--- src/hw/rtl/jsu_pkg.sv ---
// shared types, codes and small decode functions for the json string unescaper
// used by every module of the block; depends on nothing
package jsu_pkg;

   // result items that one text byte can cause at most
   localparam int MAX_ITEMS  = 4;
   localparam int ITEM_IDX_W = $clog2(MAX_ITEMS);

   // default depth of the queue between decode and output
   localparam int QUEUE_DEPTH_DEFAULT = 4;

   // decoder phases
   localparam logic [3:0] PH_WAIT  = 4'd0;
   localparam logic [3:0] PH_BODY  = 4'd1;
   localparam logic [3:0] PH_ESC   = 4'd2;
   localparam logic [3:0] PH_HEX0  = 4'd3;
   localparam logic [3:0] PH_HEX1  = 4'd4;
   localparam logic [3:0] PH_HEX2  = 4'd5;
   localparam logic [3:0] PH_HEX3  = 4'd6;
   localparam logic [3:0] PH_LBS   = 4'd7;
   localparam logic [3:0] PH_LU    = 4'd8;
   localparam logic [3:0] PH_LHEX0 = 4'd9;
   localparam logic [3:0] PH_LHEX1 = 4'd10;
   localparam logic [3:0] PH_LHEX2 = 4'd11;
   localparam logic [3:0] PH_LHEX3 = 4'd12;

   // result kinds
   localparam logic [1:0] KIND_BYTE = 2'd0;
   localparam logic [1:0] KIND_DONE = 2'd1;
   localparam logic [1:0] KIND_ERR  = 2'd2;

   // error codes
   localparam logic [3:0] ERR_NONE         = 4'd0;
   localparam logic [3:0] ERR_NO_QUOTE     = 4'd1;
   localparam logic [3:0] ERR_CTRL_BYTE    = 4'd2;
   localparam logic [3:0] ERR_TRUNC_ESC    = 4'd3;
   localparam logic [3:0] ERR_BAD_HEX      = 4'd4;
   localparam logic [3:0] ERR_UNPAIRED_HI  = 4'd5;
   localparam logic [3:0] ERR_BAD_LOW_HEX  = 4'd6;
   localparam logic [3:0] ERR_UNPAIRED_LO  = 4'd7;
   localparam logic [3:0] ERR_NUL          = 4'd8;
   localparam logic [3:0] ERR_UNKNOWN_ESC  = 4'd9;
   localparam logic [3:0] ERR_UNTERMINATED = 4'd10;

   // special text bytes
   localparam logic [7:0] CH_NUL       = 8'h00;
   localparam logic [7:0] CH_SPACE     = 8'h20;
   localparam logic [7:0] CH_QUOTE     = 8'h22;
   localparam logic [7:0] CH_SLASH     = 8'h2f;
   localparam logic [7:0] CH_BACKSLASH = 8'h5c;
   localparam logic [7:0] CH_U         = 8'h75;

   // up to four result items decoded from one text byte
   typedef struct packed {
      logic [MAX_ITEMS-1:0][7:0] data;
      logic [ITEM_IDX_W-1:0]     last_idx;
      logic [1:0]                kind;
      logic [3:0]                error_code;
   } jsu_entry_type;

   // an entry with its valid flag, between decode, queue and output
   typedef struct packed {
      logic          valid;
      jsu_entry_type entry;
   } jsu_slot_type;

   // hex digit value; bit 4 set when the byte is a hex digit
   function automatic logic [4:0] hex_value(input logic [7:0] b);
      logic [4:0] r;
      r = '0;
      if (b >= 8'h30 && b <= 8'h39) begin
         r = {1'b1, b[3:0]};
      end else if ((b >= 8'h61 && b <= 8'h66) || (b >= 8'h41 && b <= 8'h46)) begin
         r = {1'b1, b[3:0] + 4'd9};
      end
      return r;
   endfunction

   // simple escape letter to its byte; bit 8 set for a known escape
   function automatic logic [8:0] escape_byte(input logic [7:0] b);
      logic [8:0] r;
      r = '0;
      unique case (b)
         CH_QUOTE, CH_BACKSLASH, CH_SLASH: r = {1'b1, b};
         8'h62: r = {1'b1, 8'h08};
         8'h66: r = {1'b1, 8'h0c};
         8'h6e: r = {1'b1, 8'h0a};
         8'h72: r = {1'b1, 8'h0d};
         8'h74: r = {1'b1, 8'h09};
         default: r = '0;
      endcase
      return r;
   endfunction

endpackage

--- src/hw/rtl/jsu_req_if.sv ---
// request channel: one text byte per transaction
// depends on nothing
interface jsu_req_if;
   logic       valid;
   logic       ready;
   logic [7:0] in_byte;

   modport source (output valid, output in_byte, input ready);
   modport sink (input valid, input in_byte, output ready);
endinterface

--- src/hw/rtl/jsu_rsp_if.sv ---
// response channel: one decoded byte, done or error item per transaction
// depends on nothing
interface jsu_rsp_if;
   logic       valid;
   logic       ready;
   logic [7:0] out_byte;
   logic [1:0] kind;
   logic [3:0] error_code;
   logic       last;

   modport source (output valid, output out_byte, output kind, output error_code,
                   output last, input ready);
   modport sink (input valid, input out_byte, input kind, input error_code,
                 input last, output ready);
endinterface

--- src/hw/rtl/jsu_front.sv ---
// decode front end: string phase tracking, escapes, surrogates, utf-8 encode
// depends on jsu_pkg; pushes one entry per text byte that causes results
module jsu_front (
   input  logic                 clock,
   input  logic                 reset,
   input  logic                 accept,
   input  logic [7:0]           in_byte,
   output jsu_pkg::jsu_slot_type push
);
   import jsu_pkg::*;

   logic [3:0]  phase_ff, phase_in;
   logic [15:0] high_ff, high_in;
   logic [15:0] low_ff, low_in;

   logic [4:0]  hex;
   logic [8:0]  esc;
   logic [15:0] new_high;
   logic [15:0] new_low;
   logic [10:0] pair_top;
   logic [20:0] pair_cp;
   jsu_slot_type slot;

   // code point to one to four utf-8 bytes
   function automatic jsu_entry_type utf8_entry(input logic [20:0] cp);
      jsu_entry_type e;
      e = '0;
      e.kind = KIND_BYTE;
      e.error_code = ERR_NONE;
      if (cp < 21'h80) begin
         e.data[0] = cp[7:0];
         e.last_idx = ITEM_IDX_W'(0);
      end else if (cp < 21'h800) begin
         e.data[0] = 8'hc0 | {3'b000, cp[10:6]};
         e.data[1] = 8'h80 | {2'b00, cp[5:0]};
         e.last_idx = ITEM_IDX_W'(1);
      end else if (cp < 21'h10000) begin
         e.data[0] = 8'he0 | {4'h0, cp[15:12]};
         e.data[1] = 8'h80 | {2'b00, cp[11:6]};
         e.data[2] = 8'h80 | {2'b00, cp[5:0]};
         e.last_idx = ITEM_IDX_W'(2);
      end else begin
         e.data[0] = 8'hf0 | {5'h00, cp[20:18]};
         e.data[1] = 8'h80 | {2'b00, cp[17:12]};
         e.data[2] = 8'h80 | {2'b00, cp[11:6]};
         e.data[3] = 8'h80 | {2'b00, cp[5:0]};
         e.last_idx = ITEM_IDX_W'(3);
      end
      return e;
   endfunction

   // single item entry
   function automatic jsu_entry_type one_item(input logic [7:0] b, input logic [1:0] k,
                                              input logic [3:0] code);
      jsu_entry_type e;
      e = '0;
      e.data[0] = b;
      e.last_idx = ITEM_IDX_W'(0);
      e.kind = k;
      e.error_code = code;
      return e;
   endfunction

   // per-byte helpers
   assign hex      = hex_value(in_byte);
   assign esc      = escape_byte(in_byte);
   assign new_high = {high_ff[11:0], hex[3:0]};
   assign new_low  = {low_ff[11:0], hex[3:0]};
   // 0x10000 + (high - 0xd800) * 1024 + (low - 0xdc00)
   assign pair_top = {1'b0, high_ff[9:0]} + 11'h040;
   assign pair_cp  = {pair_top, new_low[9:0]};

   // next phase and result entry for an accepted byte
   always_comb begin
      phase_in = phase_ff;
      high_in  = high_ff;
      low_in   = low_ff;
      slot     = '0;
      if (accept) begin
         unique case (phase_ff)
            PH_BODY: begin
               if (in_byte == CH_NUL) begin
                  phase_in = PH_WAIT;
                  slot = {1'b1, one_item(8'h00, KIND_ERR, ERR_UNTERMINATED)};
               end else if (in_byte == CH_QUOTE) begin
                  phase_in = PH_WAIT;
                  slot = {1'b1, one_item(8'h00, KIND_DONE, ERR_NONE)};
               end else if (in_byte < CH_SPACE) begin
                  phase_in = PH_WAIT;
                  slot = {1'b1, one_item(8'h00, KIND_ERR, ERR_CTRL_BYTE)};
               end else if (in_byte == CH_BACKSLASH) begin
                  phase_in = PH_ESC;
               end else begin
                  slot = {1'b1, one_item(in_byte, KIND_BYTE, ERR_NONE)};
               end
            end
            PH_ESC: begin
               if (in_byte == CH_NUL) begin
                  phase_in = PH_WAIT;
                  slot = {1'b1, one_item(8'h00, KIND_ERR, ERR_TRUNC_ESC)};
               end else if (in_byte == CH_U) begin
                  high_in  = '0;
                  phase_in = PH_HEX0;
               end else if (esc[8]) begin
                  phase_in = PH_BODY;
                  slot = {1'b1, one_item(esc[7:0], KIND_BYTE, ERR_NONE)};
               end else begin
                  phase_in = PH_WAIT;
                  slot = {1'b1, one_item(8'h00, KIND_ERR, ERR_UNKNOWN_ESC)};
               end
            end
            PH_HEX0, PH_HEX1, PH_HEX2, PH_HEX3: begin
               if (!hex[4]) begin
                  phase_in = PH_WAIT;
                  slot = {1'b1, one_item(8'h00, KIND_ERR, ERR_BAD_HEX)};
               end else begin
                  high_in = new_high;
                  if (phase_ff != PH_HEX3) begin
                     phase_in = phase_ff + 4'd1;
                  end else if (new_high >= 16'hd800 && new_high <= 16'hdbff) begin
                     phase_in = PH_LBS;
                  end else if (new_high >= 16'hdc00 && new_high <= 16'hdfff) begin
                     phase_in = PH_WAIT;
                     slot = {1'b1, one_item(8'h00, KIND_ERR, ERR_UNPAIRED_LO)};
                  end else if (new_high == 16'h0000) begin
                     phase_in = PH_WAIT;
                     slot = {1'b1, one_item(8'h00, KIND_ERR, ERR_NUL)};
                  end else begin
                     phase_in = PH_BODY;
                     slot = {1'b1, utf8_entry({5'h00, new_high})};
                  end
               end
            end
            PH_LBS: begin
               if (in_byte == CH_BACKSLASH) begin
                  phase_in = PH_LU;
               end else begin
                  phase_in = PH_WAIT;
                  slot = {1'b1, one_item(8'h00, KIND_ERR, ERR_UNPAIRED_HI)};
               end
            end
            PH_LU: begin
               if (in_byte == CH_U) begin
                  low_in   = '0;
                  phase_in = PH_LHEX0;
               end else begin
                  phase_in = PH_WAIT;
                  slot = {1'b1, one_item(8'h00, KIND_ERR, ERR_UNPAIRED_HI)};
               end
            end
            PH_LHEX0, PH_LHEX1, PH_LHEX2, PH_LHEX3: begin
               if (!hex[4]) begin
                  phase_in = PH_WAIT;
                  slot = {1'b1, one_item(8'h00, KIND_ERR, ERR_BAD_LOW_HEX)};
               end else begin
                  low_in = new_low;
                  if (phase_ff != PH_LHEX3) begin
                     phase_in = phase_ff + 4'd1;
                  end else if (new_low < 16'hdc00 || new_low > 16'hdfff) begin
                     phase_in = PH_WAIT;
                     slot = {1'b1, one_item(8'h00, KIND_ERR, ERR_UNPAIRED_HI)};
                  end else begin
                     phase_in = PH_BODY;
                     slot = {1'b1, utf8_entry(pair_cp)};
                  end
               end
            end
            // waiting for the opening quote, also the unused phase codes
            default: begin
               if (in_byte == CH_QUOTE) begin
                  phase_in = PH_BODY;
               end else begin
                  phase_in = PH_WAIT;
                  slot = {1'b1, one_item(8'h00, KIND_ERR, ERR_NO_QUOTE)};
               end
            end
         endcase
      end
   end

   assign push = slot;

   // decoder state
   always_ff @(posedge clock) begin
      if (reset) begin
         phase_ff <= PH_WAIT;
         high_ff  <= '0;
         low_ff   <= '0;
      end else begin
         phase_ff <= phase_in;
         high_ff  <= high_in;
         low_ff   <= low_in;
      end
   end

endmodule

--- src/hw/rtl/jsu_queue.sv ---
// short entry queue between the decode front end and the output back end
// depends on jsu_pkg
module jsu_queue #(
   parameter int DEPTH = jsu_pkg::QUEUE_DEPTH_DEFAULT
) (
   input  logic                 clock,
   input  logic                 reset,
   input  jsu_pkg::jsu_slot_type push,
   output logic                 push_ready,
   output jsu_pkg::jsu_slot_type head,
   input  logic                 pop
);
   import jsu_pkg::*;

   localparam int PTR_W = (DEPTH > 1) ? $clog2(DEPTH) : 1;
   localparam int CNT_W = $clog2(DEPTH + 1);

   jsu_entry_type       mem_ff [DEPTH];
   logic [PTR_W-1:0]    wr_ptr_ff, wr_ptr_in;
   logic [PTR_W-1:0]    rd_ptr_ff, rd_ptr_in;
   logic [CNT_W-1:0]    count_ff, count_in;
   logic                do_push;
   logic                do_pop;

   assign push_ready = (count_ff != CNT_W'(DEPTH));
   assign do_push    = push.valid && push_ready;
   assign do_pop     = pop && (count_ff != '0);
   assign head       = {count_ff != '0, mem_ff[rd_ptr_ff]};

   // pointer and fill count update
   always_comb begin
      wr_ptr_in = wr_ptr_ff;
      rd_ptr_in = rd_ptr_ff;
      count_in  = count_ff;
      if (do_push) begin
         wr_ptr_in = (wr_ptr_ff == PTR_W'(DEPTH - 1)) ? '0 : wr_ptr_ff + PTR_W'(1);
      end
      if (do_pop) begin
         rd_ptr_in = (rd_ptr_ff == PTR_W'(DEPTH - 1)) ? '0 : rd_ptr_ff + PTR_W'(1);
      end
      if (do_push && !do_pop) begin
         count_in = count_ff + CNT_W'(1);
      end else if (do_pop && !do_push) begin
         count_in = count_ff - CNT_W'(1);
      end
   end

   always_ff @(posedge clock) begin
      if (reset) begin
         wr_ptr_ff <= '0;
         rd_ptr_ff <= '0;
         count_ff  <= '0;
      end else begin
         wr_ptr_ff <= wr_ptr_in;
         rd_ptr_ff <= rd_ptr_in;
         count_ff  <= count_in;
      end
   end

   // entry storage
   always_ff @(posedge clock) begin
      if (do_push) begin
         mem_ff[wr_ptr_ff] <= push.entry;
      end
   end

endmodule

--- src/hw/rtl/jsu_back.sv ---
// output back end: walks the items of the head entry into the response register
// depends on jsu_pkg
module jsu_back (
   input  logic                 clock,
   input  logic                 reset,
   input  jsu_pkg::jsu_slot_type head,
   output logic                 pop,
   output logic                 rsp_valid,
   input  logic                 rsp_ready,
   output logic [7:0]           rsp_out_byte,
   output logic [1:0]           rsp_kind,
   output logic [3:0]           rsp_error_code,
   output logic                 rsp_last
);
   import jsu_pkg::*;

   logic [ITEM_IDX_W-1:0] idx_ff, idx_in;
   logic                  valid_ff, valid_in;
   logic [7:0]            byte_ff;
   logic [1:0]            kind_ff;
   logic [3:0]            code_ff;
   logic                  last_ff;
   logic                  load;
   logic                  at_last;

   // output register takes a new item when empty or being drained
   assign load    = head.valid && (!valid_ff || rsp_ready);
   assign at_last = (idx_ff == head.entry.last_idx);
   assign pop     = load && at_last;

   always_comb begin
      idx_in   = idx_ff;
      valid_in = valid_ff;
      if (load) begin
         valid_in = 1'b1;
         idx_in   = at_last ? '0 : idx_ff + ITEM_IDX_W'(1);
      end else if (rsp_ready) begin
         valid_in = 1'b0;
      end
   end

   always_ff @(posedge clock) begin
      if (reset) begin
         idx_ff   <= '0;
         valid_ff <= 1'b0;
      end else begin
         idx_ff   <= idx_in;
         valid_ff <= valid_in;
      end
   end

   // response payload
   always_ff @(posedge clock) begin
      if (load) begin
         byte_ff <= head.entry.data[idx_ff];
         kind_ff <= head.entry.kind;
         code_ff <= head.entry.error_code;
         last_ff <= at_last;
      end
   end

   assign rsp_valid      = valid_ff;
   assign rsp_out_byte   = byte_ff;
   assign rsp_kind       = kind_ff;
   assign rsp_error_code = code_ff;
   assign rsp_last       = last_ff;

endmodule

--- src/hw/rtl/json_string_unescape_utf8.sv ---
// channel  dir  handshake      payload
// req      in   valid/ready    in_byte[7:0]
// rsp      out  valid/ready    out_byte[7:0] kind[1:0] error_code[3:0] last
//
// one text byte is accepted per cycle while the entry queue has room
// a surrogate pair gives up to four response transactions
// the first response of a text byte passes through the entry queue, then the response register
// synchronous reset puts the decoder in the wait-for-quote phase and empties the queue
// response stalls fill the queue; req.ready drops only when it is full
module json_string_unescape_utf8 #(
   parameter int QUEUE_DEPTH = jsu_pkg::QUEUE_DEPTH_DEFAULT
) (
   input logic       clock,
   input logic       reset,
   jsu_req_if.sink   req,
   jsu_rsp_if.source rsp
);
   import jsu_pkg::*;

   jsu_slot_type push;
   jsu_slot_type head;
   logic         push_ready;
   logic         pop;
   logic         accept;

   // input transaction
   assign req.ready = push_ready;
   assign accept    = req.valid && push_ready;

   jsu_front u_front (
      .clock   (clock),
      .reset   (reset),
      .accept  (accept),
      .in_byte (req.in_byte),
      .push    (push)
   );

   jsu_queue #(
      .DEPTH (QUEUE_DEPTH)
   ) u_queue (
      .clock      (clock),
      .reset      (reset),
      .push       (push),
      .push_ready (push_ready),
      .head       (head),
      .pop        (pop)
   );

   jsu_back u_back (
      .clock          (clock),
      .reset          (reset),
      .head           (head),
      .pop            (pop),
      .rsp_valid      (rsp.valid),
      .rsp_ready      (rsp.ready),
      .rsp_out_byte   (rsp.out_byte),
      .rsp_kind       (rsp.kind),
      .rsp_error_code (rsp.error_code),
      .rsp_last       (rsp.last)
   );

`ifndef ASSERT_OFF
   // the front end never pushes into a full queue
   a_no_overflow: assert property (@(posedge clock) disable iff (reset)
      push.valid |-> push_ready)
      else $error("entry pushed into full queue");

   // a done item closes its transaction group and carries no error code
   a_done_item: assert property (@(posedge clock) disable iff (reset)
      (rsp.valid && rsp.kind == KIND_DONE) |-> (rsp.last && rsp.error_code == ERR_NONE
                                               && rsp.out_byte == 8'h00))
      else $error("malformed done item");

   // an error item is alone and carries a nonzero code
   a_error_item: assert property (@(posedge clock) disable iff (reset)
      (rsp.valid && rsp.kind == KIND_ERR) |-> (rsp.last && rsp.error_code != ERR_NONE))
      else $error("malformed error item");

   // a popped entry was really present
   a_pop_valid: assert property (@(posedge clock) disable iff (reset)
      pop |-> head.valid)
      else $error("pop from empty queue");
`endif

endmodule

--- src/flat_wrapper.sv ---
// flat-port wrapper written by rule: the top's interface ports become plain ports
module json_string_unescape_utf8_flat import jsu_pkg::*;
#(
   parameter int QUEUE_DEPTH = jsu_pkg::QUEUE_DEPTH_DEFAULT
)
  (clock, reset, req_valid, req_in_byte, req_ready, rsp_valid, rsp_out_byte, rsp_kind, rsp_error_code, rsp_last, rsp_ready);
  jsu_req_if req_i ();
  jsu_rsp_if rsp_i ();
  input logic clock;
  input logic reset;
  input wire logic [$bits(req_i.valid)-1:0] req_valid;
  input wire logic [$bits(req_i.in_byte)-1:0] req_in_byte;
  output wire logic [$bits(req_i.ready)-1:0] req_ready;
  output wire logic [$bits(rsp_i.valid)-1:0] rsp_valid;
  output wire logic [$bits(rsp_i.out_byte)-1:0] rsp_out_byte;
  output wire logic [$bits(rsp_i.kind)-1:0] rsp_kind;
  output wire logic [$bits(rsp_i.error_code)-1:0] rsp_error_code;
  output wire logic [$bits(rsp_i.last)-1:0] rsp_last;
  input wire logic [$bits(rsp_i.ready)-1:0] rsp_ready;
  assign req_i.valid = req_valid;
  assign req_i.in_byte = req_in_byte;
  assign req_ready = req_i.ready;
  assign rsp_valid = rsp_i.valid;
  assign rsp_out_byte = rsp_i.out_byte;
  assign rsp_kind = rsp_i.kind;
  assign rsp_error_code = rsp_i.error_code;
  assign rsp_last = rsp_i.last;
  assign rsp_i.ready = rsp_ready;
  json_string_unescape_utf8 #(.QUEUE_DEPTH(QUEUE_DEPTH)) u_core (.clock(clock), .reset(reset), .req(req_i), .rsp(rsp_i));
endmodule
--- config.mk ---
export PLATFORM = sky130hd
export DESIGN_NAME = json_string_unescape_utf8_flat
export DESIGN_NICKNAME = d
export VERILOG_FILES = /design/src/hw/rtl/jsu_pkg.sv /design/src/hw/rtl/jsu_req_if.sv /design/src/hw/rtl/jsu_rsp_if.sv /design/src/hw/rtl/jsu_front.sv /design/src/hw/rtl/jsu_queue.sv /design/src/hw/rtl/jsu_back.sv /design/src/hw/rtl/json_string_unescape_utf8.sv /design/src/flat_wrapper.sv
export SDC_FILE = /design/constraint.sdc
export NUM_CORES = 1
export LEC_CHECK = 0
export ABC_AREA = 1
export BUFFER_PORTS_ARGS = -buffer_cell sky130_fd_sc_hd__buf_4
export CELL_PAD_IN_SITES_DETAIL_PLACEMENT = 0
export CELL_PAD_IN_SITES_GLOBAL_PLACEMENT = 1
export CORE_MARGIN = 2
export CORE_UTILIZATION = 44
export DETAILED_ROUTE_END_ITERATION = 16
export PLACE_DENSITY = 0.74
export SLEW_MARGIN = 25
export SYNTH_ARGS = -nofsm -noshare
export SYNTH_HDL_FRONTEND = slang
export SYNTH_SLANG_ARGS = --single-unit
export TNS_END_PERCENT = 100
--- constraint.sdc ---
create_clock -name clock -period 4.6 [get_ports clock]
set_clock_uncertainty 0.05 [all_clocks]
set_input_delay 0.92 -clock clock [delete_from_list [all_inputs] [get_ports clock]]
set_output_delay 0.92 -clock clock [all_outputs]
set_load 0.05 [all_outputs]
# Yosys cells after proc, flatten, opt, wreduce, memory -nomap -nowiden
# Memory sizes are Yosys's and may differ from the RTL's. A register that Yosys moved wholly into a read port is not among the register bits.
# Index checks and enable logic that the tools add are counted.
# totals
n_memories,1
word_cells,175
ff_bits,53
in_bits,12
output_inout_bits,17
ramBits,160
# memory_table
memory,depth,word_bits,read_ports,rd_clocked_by_memory_dff,wr,line_no,rtl
u_core.u_queue.mem_ff,4,40,1,1,1,jsu_queue.sv:18,jsu_entry_type mem_ff [DEPTH];
# op_classes
magnitude_cmp,19
n_eq_ne,33
mux,71
addsub,8
n_reduce_logical,31
# op_table
cell,count
$mux W41,15
$pmux W41 S6,1
$mux W40,3
$mux W24,3
$eq A8 B7 Y1 const B,7
$pmux W9 S6,1
$mux W12,4
$mux W16,3
$pmux W12 S2,2
$mux W4,10
$ge A16 B16 Y1 const B,2
$le A16 B16 Y1 const B,2
$mux W8,3
$pmux W4 S6,1
$lt A21 B12 Y1 const B,1
$lt A21 B17 Y1 const B,1
$lt A21 B8 Y1 const B,1
$eq A4 B4 Y1 const B,5
$mux W10,2
$mux W18,1
$bmux W8 S2,1
$eq A4 B3 Y1 const B,4
$eq A8 B6 Y1 const B,2
$ge A8 B7 Y1 const B,2
other kinds (40),85

# Longest topological paths before layout
# Gate-level depths: netlist of run 1.
# depth
ltp_word,20
mapped_depth,28

# Hierarchy
# A second synthesis of run 1 with hierarchy kept.
# unflattened
hier_cells,1135
hier_area_um2,11018.1
# by_module_without_submodules
mod,cells_per_inst,seq_area_each_um2,area_per_inst_um2,instances
jsu_queue,456,4984.8,6557.5,1
jsu_front,585,560.5,3548.4,1
jsu_back,92,510.5,904.6,1
json_string_unescape_utf8,2,0.0,7.5,1

# Least setup slack after synthesis of run 1
# Ideal clock, no wire load.
# synth_path
path_type,input-to-reg
start,input port req_in_byte[0]
end,memory u_core.u_queue.mem_ff[3][0] in the netlist's numbering (enable)
t_arrival_ns,3.910
cell_stages,21
slack_ns,0.211
required_time_ns,4.121
n_path_buf,0
cell_sequence,inv_1 > ha_1 > inv_1 > nand2_1 > nand2_1 > nand2_2 > nand2_4 > nand2_1 > nand2_1 > nand2_1 > inv_1 > nand2_2 > nand2_2 > nor2_2 > nand2_2 > nand2_2 > nand2_4 > nand2_8 > nand2_2 > nand2_4 > nor2_1
# synth_between
elab_chain_len,15
elab_cells_between_ends,39
cone_classes,add/sub: 1; order compare: 9; eq/ne: 3; mux: 19; reduce/logical: 7
# synth_lines
element,line_no,rtl
from (decl),flat_wrapper.sv:12,input wire logic [$bits(req_i.in_byte)-1:0] req_in_byte;
$ge A8 B7 Y1 / $le A8 B7 Y1 (equally long branches),jsu_pkg.sv:73,end else if ((b >= 8'h61 && b <= 8'h66) || (b >= 8'h41 && b <= 8'h46)) begin
$logic_and A1 B1 Y1,jsu_pkg.sv:73,
$logic_or A1 B1 Y1,jsu_pkg.sv:73,
$mux W5,jsu_pkg.sv:73,
$mux W5,jsu_pkg.sv:71,if (b >= 8'h30 && b <= 8'h39) begin
$ge A16 B16 Y1 / $le A16 B16 Y1 (equally long branches),jsu_front.sv:120,end else if (new_high >= 16'hd800 && new_high <= 16'hdbff) begin
$logic_and A1 B1 Y1,jsu_front.sv:120,
$mux W41,jsu_front.sv:120,
$mux W41,jsu_front.sv:118,if (phase_ff != PH_HEX3) begin
$mux W41,jsu_front.sv:113,if (!hex[4]) begin
$pmux W41 S6 (*),jsu_front.sv:80,unique case (phase_ff)
$mux W41 (*),jsu_front.sv:79,if (accept) begin
$logic_and A1 B1 Y1 (*),jsu_queue.sv:26,assign do_push = push.valid && push_ready;
$mux W1 (*),jsu_queue.sv:62,if (do_push) begin
$mux W1 (implied by the code) (*),jsu_queue.sv:63,mem_ff[wr_ptr_ff] <= push.entry;
to (decl),jsu_queue.sv:18,
# Mark *: on every way between the ends. The rest lies on a longest branch, timed or not.

# Worst setup path in the final report of run 1
# layout_path
start,input port req_in_byte[0]
end,register u_core.u_queue.count_ff[2]
# layout_between
elab_chain_len,16
elab_cells_between_ends,42
cone_classes,add/sub: 1; order compare: 9; eq/ne: 3; mux: 18; reduce/logical: 11
# layout_lines
element,line_no,rtl
$ge A8 B7 Y1 / $le A8 B7 Y1 (equally long branches),jsu_pkg.sv:73,
$logic_and A1 B1 Y1,jsu_pkg.sv:73,
$logic_or A1 B1 Y1,jsu_pkg.sv:73,
$mux W5,jsu_pkg.sv:73,
$mux W5,jsu_pkg.sv:71,
$ge A16 B16 Y1 / $le A16 B16 Y1 (equally long branches),jsu_front.sv:120,
$logic_and A1 B1 Y1,jsu_front.sv:120,
$mux W41,jsu_front.sv:120,
$mux W41,jsu_front.sv:118,
$mux W41,jsu_front.sv:113,
$pmux W41 S6 (*),jsu_front.sv:80,
$mux W41 (*),jsu_front.sv:79,
$logic_and A1 B1 Y1 (*),jsu_queue.sv:26,
net u_core.u_queue.do_push,jsu_queue.sv:22,logic do_push;
$logic_not A1 Y1,jsu_queue.sv:43,end else if (do_pop && !do_push) begin
$logic_and A1 B1 Y1,jsu_queue.sv:43,
$reduce_bool A2 Y1 (no line),--,
to (signal assigned),jsu_queue.sv:56,count_ff <= count_in;
to (decl),jsu_queue.sv:21,"logic [CNT_W-1:0] count_ff, count_in;"
# Mark *: on every way through the listed nets, which the timed path passes. The rest lies on a longest branch.
# A chain may end at the register's enable or synchronous reset.

==> metrics, run 1 <==
status finished, final reports clean; ranking of synthesized cells by instance count 159 x sky130_fd_sc_hd__edfxtp_1, 156 x sky130_fd_sc_hd__nor2_1, 147 x sky130_fd_sc_hd__nand2_1; root buf cell sky130_fd_sc_hd__clkbuf_16; worst setup timing slack at the placement stage 423.4 ps; VDD IR max 248.5 uV; CTS Buf Count 17; Detailed Routing Iterations Pass 1 5; Post-Synthesis Mean Instance Area 9.304 um^2; Mapped Nets 1098; post-route cell area 11160 um^2; final count of pins violating max slew 0; Syn Inst Count 1068; count of pins on the block boundary 29; smallest setup slack after layout 865.0 ps; CTS H-Tree Depth 4; cell with the most instances after synthesis sky130_fd_sc_hd__edfxtp_1; first-pass GRT wire length 42160 um; number of antenna violations at the first check in global routing 0; total clock sinks 199; worst setup path class input pin to register; crit path launch type input pin; category of cells accounting for the largest share of critical-path delay simple AND/OR/NAND/NOR gates; clock-pin slew on the worst setup and hold paths 90 ps; First DRT Iteration DRCs 761; n_diodes 0; fraction of final layout cells with drive strength greater than 1 0.1199; Worst setup EP type register; maximum number of buffers from clock root to sink 2; fmax 0.2677 GHz; post-route clock period utilization 0.8120; CP max FO 7; total number of nets in the final design 1118; number of distinct library cells after synthesis 48; min-delay worst type register to register; Post-synth top flop sky130_fd_sc_hd__edfxtp_1; cell area power density 500.2 nW/um^2; die outline width 154.3 um; post-cts gate resize count 0; worst hold stages 2; average wire per cell in the routed design 19.76 um; critical path arrival 4020 ps; total negative slack 0 ps; final-report setup violation count 0; most frequent cell on the critical path sky130_fd_sc_hd__nand2_2; Layout Cells excl Fill 1381; total half-perimeter wirelength after legalization and detailed placement 18730 um; number of hold violations in the final report 0; share of Yosys cell area claimed by the top area cell type 0.4805; proportion of synthesized chip area in sequential cells 0.5611; leading area contributor after synthesis sky130_fd_sc_hd__edfxtp_1; post-route antenna net violation count 0; total overflow reported by the global router 0; Reg2Reg Depth 17; number of placement rows 54; required time worst endpoint 4890 ps; delay contributed by the slowest stage of the critical path 430 ps; placement-stage cell area 10530 um^2; worst slew pin tran 993.3 ps; hold buffer count at CTS 0; number of port buffers 28; Die H 154.3 um; vias after detailed routing 7762; top cells by area, synth sky130_fd_sc_hd__edfxtp_1 48%, sky130_fd_sc_hd__dfxtp_1 8.1%, sky130_fd_sc_hd__nor2_1 5.9%; area delta synth->final 12.30%; static leakage 4.051 nW; worst slack on hold paths 442.9 ps; post-synthesis async set-or-reset flop share 0; max-capacitance violation count 0; post-synth design cell area 9937 um^2; count of buffers added by post-CTS timing repair for setup 0; standard cell with the maximum stage delay on the critical path sky130_fd_sc_hd__fa_1; initial core utilization 0.4511; Detailed Route WL 27280 um; TritonCTS clock tree yes; post-layout min period 3735 ps; count of yosys warnings during synthesis 0; Die Footprint 23800 um^2; later-pin clock latency in the skew report 440 ps; largest net degree at the start of global routing 66; number of global-route vias before repair 7362; number of enable flip-flop cells after synthesis 159; Tot GR Track Use 0.2331; max_slew headroom 0.3317; final core utilization 0.5066; Total Power Consumption 5.582 mW; area of the core 22030 um^2; unrepaired setup endpoints after global routing no; Post-route DRC 0; critical path depth in cells 29; mean number of vias per cell 5.621; global placement routability congestion 1.016; CP Buf/Inv Count 6; register bit total from synthesis 199; cell total after placement 1349
-- placed cells by master, fill, tap and decap left out, types with 22 or more instances in the layout --
master	count
sky130_fd_sc_hd__a21oi_1	65
sky130_fd_sc_hd__buf_4	40
sky130_fd_sc_hd__nand2_1	147
sky130_fd_sc_hd__o221ai_1	22
sky130_fd_sc_hd__nor2_1	152
sky130_fd_sc_hd__nand3_1	40
sky130_fd_sc_hd__edfxtp_1	159
sky130_fd_sc_hd__dfxtp_1	39
sky130_fd_sc_hd__inv_1	103
sky130_fd_sc_hd__o21ai_0	97
-- final cells by class --
cell class	count	area, um^2
fillers	2050	10870
flip-flops and latches	199	5577
multi-input cells	707	3774
inverters	119	446.7
clock buffers	17	425.4
repair buffers	44	380.4
well taps	280	350.3
clock inverters	15	206.4
-- cells by family after synthesis --
group | share of synthesized area
xor+xnor | 0.005288
fa+ha+maj | 0.02342
simple gates | 0.1938
buf+inv | 0.06283
compound gates | 0.1536
flops | 0.5611
-- worst register-to-register path, cell delays in order (launching register included) --
cell and delay [ps]:
sky130_fd_sc_hd__dfxtp_1 420, sky130_fd_sc_hd__inv_1 140, sky130_fd_sc_hd__ha_1 260, sky130_fd_sc_hd__o31ai_1 490, sky130_fd_sc_hd__nand2_1 190, sky130_fd_sc_hd__nor2_1 170
sky130_fd_sc_hd__nand2_1 140, sky130_fd_sc_hd__nor2_1 270, sky130_fd_sc_hd__inv_1 80, sky130_fd_sc_hd__nand2_1 100, sky130_fd_sc_hd__inv_1 70, sky130_fd_sc_hd__nand2_4 160
sky130_fd_sc_hd__inv_2 70, sky130_fd_sc_hd__ha_1 190, sky130_fd_sc_hd__inv_1 100, sky130_fd_sc_hd__fa_1 400, sky130_fd_sc_hd__o21ai_0 150, sky130_fd_sc_hd__a21oi_1 50
-- power breakdown --
group | internal, mW | switching [mW] | total, mW
clock | 0.758 | 0.797 | 1.56
combinational | 0.473 | 1.19 | 1.66
sequential | 2.27 | 0.0954 | 2.36
-- worst paths after layout --
kind / startpoint / endpoint / slack (ps)
worst max-delay path: req_in_byte[0] / u_core.u_queue.count_ff[2] / 870
worst min-delay path: u_core.u_front.low_ff[11] / u_core.u_front.low_ff[11] / 440
worst max register to register: u_core.u_front.phase_ff[0] / u_core.u_queue.count_ff[1] / 1000
worst min register to register: u_core.u_front.low_ff[11] / u_core.u_front.low_ff[11] / 440
-- routing by layer --
metal	routed length, um	GRT usage	up-vias
met3	1223	0.03614	45
met5	0	0	-
met2	12820	0.3754	213
met1	12420	0.3219	3718
li1	-	-	3786
met4	820	0.08466	0
-- sequential cells by signal, summed over array words and instances, names as in the netlist, named ones only --
name and flops:
u_core.u_back.rsp_out_byte 8, u_core.u_front.high_ff 12, u_core.u_back.rsp_error_code 4, u_core.u_back.rsp_last 1, u_core.u_back.idx_ff 2, u_core.u_queue.mem_ff 144
u_core.u_front.low_ff 12, u_core.u_back.rsp_valid 1, u_core.u_queue.rd_ptr_ff 2, u_core.u_front.phase_ff 4, u_core.u_queue.count_ff 3, u_core.u_back.rsp_kind 2
u_core.u_queue.wr_ptr_ff 2
No activity file was read; power rests on OpenSTA's default activity.
==> run 2, diff against run 1 <==
Clock period 4.6 ns to 3.3 ns, I/O delays scaled along.
==> run 2 against run 1 <==
Against the previous run: sequential cell count is the same; via count grew 3.6%; die area is the same; count of clock-buffer cells in the layout grew 1; sequential share of layout area shrank 2.4 points; largest power group unchanged; utilization grew 2.6 points; total power grew 41%; worst hold slack lost 1.1 ps; non-clock buffer count grew 77; global-route usage is essentially flat; cell count grew 5.6%.
==> metrics, run 2 (synthesis gave the netlist of run 1 again) <==
status finished, final reports clean; final count of pins violating max slew 0; largest net degree at the start of global routing 37; First DRT Iteration DRCs 748; Tot GR Track Use 0.2329; max-capacitance violation count 0; TritonCTS clock tree yes; average wire per cell in the routed design 18.74 um; worst setup path class register to register; required time worst endpoint 3440 ps; logic gate share of total power 0.309; number of global-route vias before repair 7547; crit-path cells inv_1 -> ha_1 -> nor2_1 -> nand2_1 -> nor2_2 -> nand2_2 -> nor3_2 -> nand2_1 -> o21ai_0 -> o21ai_0 -> a22oi_1 -> o21ai_0 -> nand2_1 -> inv_1; global placement routability congestion 0.9374; number of antenna violations at the first check in global routing 0; clock-pin slew on the worst setup and hold paths 80 ps; number of port buffers 28; total half-perimeter wirelength after legalization and detailed placement 19110 um; post-route antenna net violation count 0; most frequent cells in the layout 159 x sky130_fd_sc_hd__edfxtp_1, 152 x sky130_fd_sc_hd__nor2_1, 147 x sky130_fd_sc_hd__nand2_1; worst slack on hold paths 441.8 ps; VDD IR max 335.4 uV; hold buffer count at CTS 0; standard cell with the maximum stage delay on the critical path sky130_fd_sc_hd__dfxtp_1; post-route cell area 11730 um^2; n_diodes 0; total number of nets in the final design 1195; static leakage 4.405 nW; Die H 154.3 um; Post-route DRC 0; mean number of vias per cell 5.514; first-pass GRT wire length 42300 um; count of pins on the block boundary 29; most frequent standard cell in the layout excluding fill and tap cells sky130_fd_sc_hd__edfxtp_1; unrepaired setup endpoints after global routing no; delay contributed by the slowest stage of the critical path 470 ps; min-delay worst type register to register; max_slew headroom 0.5395; final core utilization 0.5326; Detailed Routing Iterations Pass 1 6; area of the core 22030 um^2; vias after detailed routing 8039; CP Buf/Inv Count 2; Total Power Consumption 7.889 mW; maximum number of buffers from clock root to sink 2; area delta synth->final 18.06%; total overflow reported by the global router 0; largest register by flop count u_core.u_queue.mem_ff; number of hold violations in the final report 0; CTS H-Tree Depth 4; Die Footprint 23800 um^2; Multi-input gate area 3790 um^2; later-pin clock latency in the skew report 440 ps; internal power 5.021 mW; initial core utilization 0.4511; root buf cell sky130_fd_sc_hd__clkbuf_16; Largest register FFs 144; placement-stage cell area 11120 um^2; critical path arrival 3220 ps; switching portion of total power 0.3636; post-cts gate resize count 0; worst setup timing slack at the placement stage -139.3 ps; Worst setup EP type register; post-layout min period 3082 ps; cell area power density 672.5 nW/um^2; crit path launch type register; portion of total power attributed to sequential cells 0.421; largest registers u_core.u_queue.mem_ff x144, u_core.u_front.high_ff x12, u_core.u_front.low_ff x12; CP max FO 6; Detailed Route WL 27320 um; count of buffers added by post-CTS timing repair for setup 0; smallest setup slack after layout 218.0 ps; count of fill cells added during filler insertion 2017; fraction of final layout cells with drive strength greater than 1 0.1808; worst slew pin tran 685.5 ps; total clock sinks 199; sequential standard cell area 5578 um^2; fmax 0.3245 GHz; category of cells accounting for the largest share of critical-path delay compound AO/OA/AOI/OAI gates; Net Switching 2.869 mW; part of the power in the clock network 0.270; number of placement rows 54; CTS Buf Count 17; reg-to-reg slack, setup 220 ps; post-route clock period utilization 0.9339; final-report setup violation count 0; die outline width 154.3 um
-- run 2: metal layers --
| metal | GRT usage | wire length (um) | up-vias |
|---|---|---|---|
| met1 | 0.3233 | 12720 | 3841 |
| met4 | 0.07275 | 578 | 0 |
| met2 | 0.3799 | 12810 | 223 |
| li1 | - | - | 3937 |
| met5 | 0 | 0 | - |
| met3 | 0.03474 | 1214 | 38 |
-- run 2: worst reg2reg max path, delay by kind of cell, from the launching register on --
| kind | cells | cell delay (ps) |
|---|---|---|
| buffers and inverters | 2 | 260 |
| adders and majority gates | 1 | 360 |
| AOI/OAI and AO/OA | 4 | 890 |
| DFF | 1 | 470 |
| and+or+nand+nor | 7 | 810 |
-- run 2: cell type report --
class / count / share of cell area
inverters: 119 / 0.03808
repair buffers: 121 / 0.08170
multi-input cells: 707 / 0.3231
clock inverters: 14 / 0.01525
flip-flops and latches: 199 / 0.4755
clock buffers: 18 / 0.03658
well taps: 280 / 0.02986
-- run 2: power groups by stage --
stage / Clock (mW) / Sequential [mW] / Combinational [mW]
5_1_grt: 2.26 / 3.36 / 2.66
3_3_place_gp: 0 / 3.38 / 2.43
6_report: 2.13 / 3.32 / 2.44
2_1_floorplan: 0 / 3.68 / 1.26
4_1_cts: 2.16 / 3.33 / 2.46
3_5_place_dp: 0 / 3.38 / 2.45
-- run 2: path summary, 6_finish.rpt --
kind | startpoint | endpoint | depth (start not counted)
max | u_core.u_front.high_ff[6] | u_core.u_queue.mem_ff[3][12] | 14
min | u_core.u_front.low_ff[11] | u_core.u_front.low_ff[11] | 2
max reg2reg | u_core.u_front.high_ff[6] | u_core.u_queue.mem_ff[3][12] | 14
min reg2reg | u_core.u_front.low_ff[11] | u_core.u_front.low_ff[11] | 2
-- run 2: per-stage QoR --
stage	instances	setup TNS, ps
2_1_floorplan	1068	-31500
3_3_place_gp	1426	-113.2
3_5_place_dp	1426	-249.2
4_1_cts	1458	0
5_1_grt	1458	0
6_report	1458	0
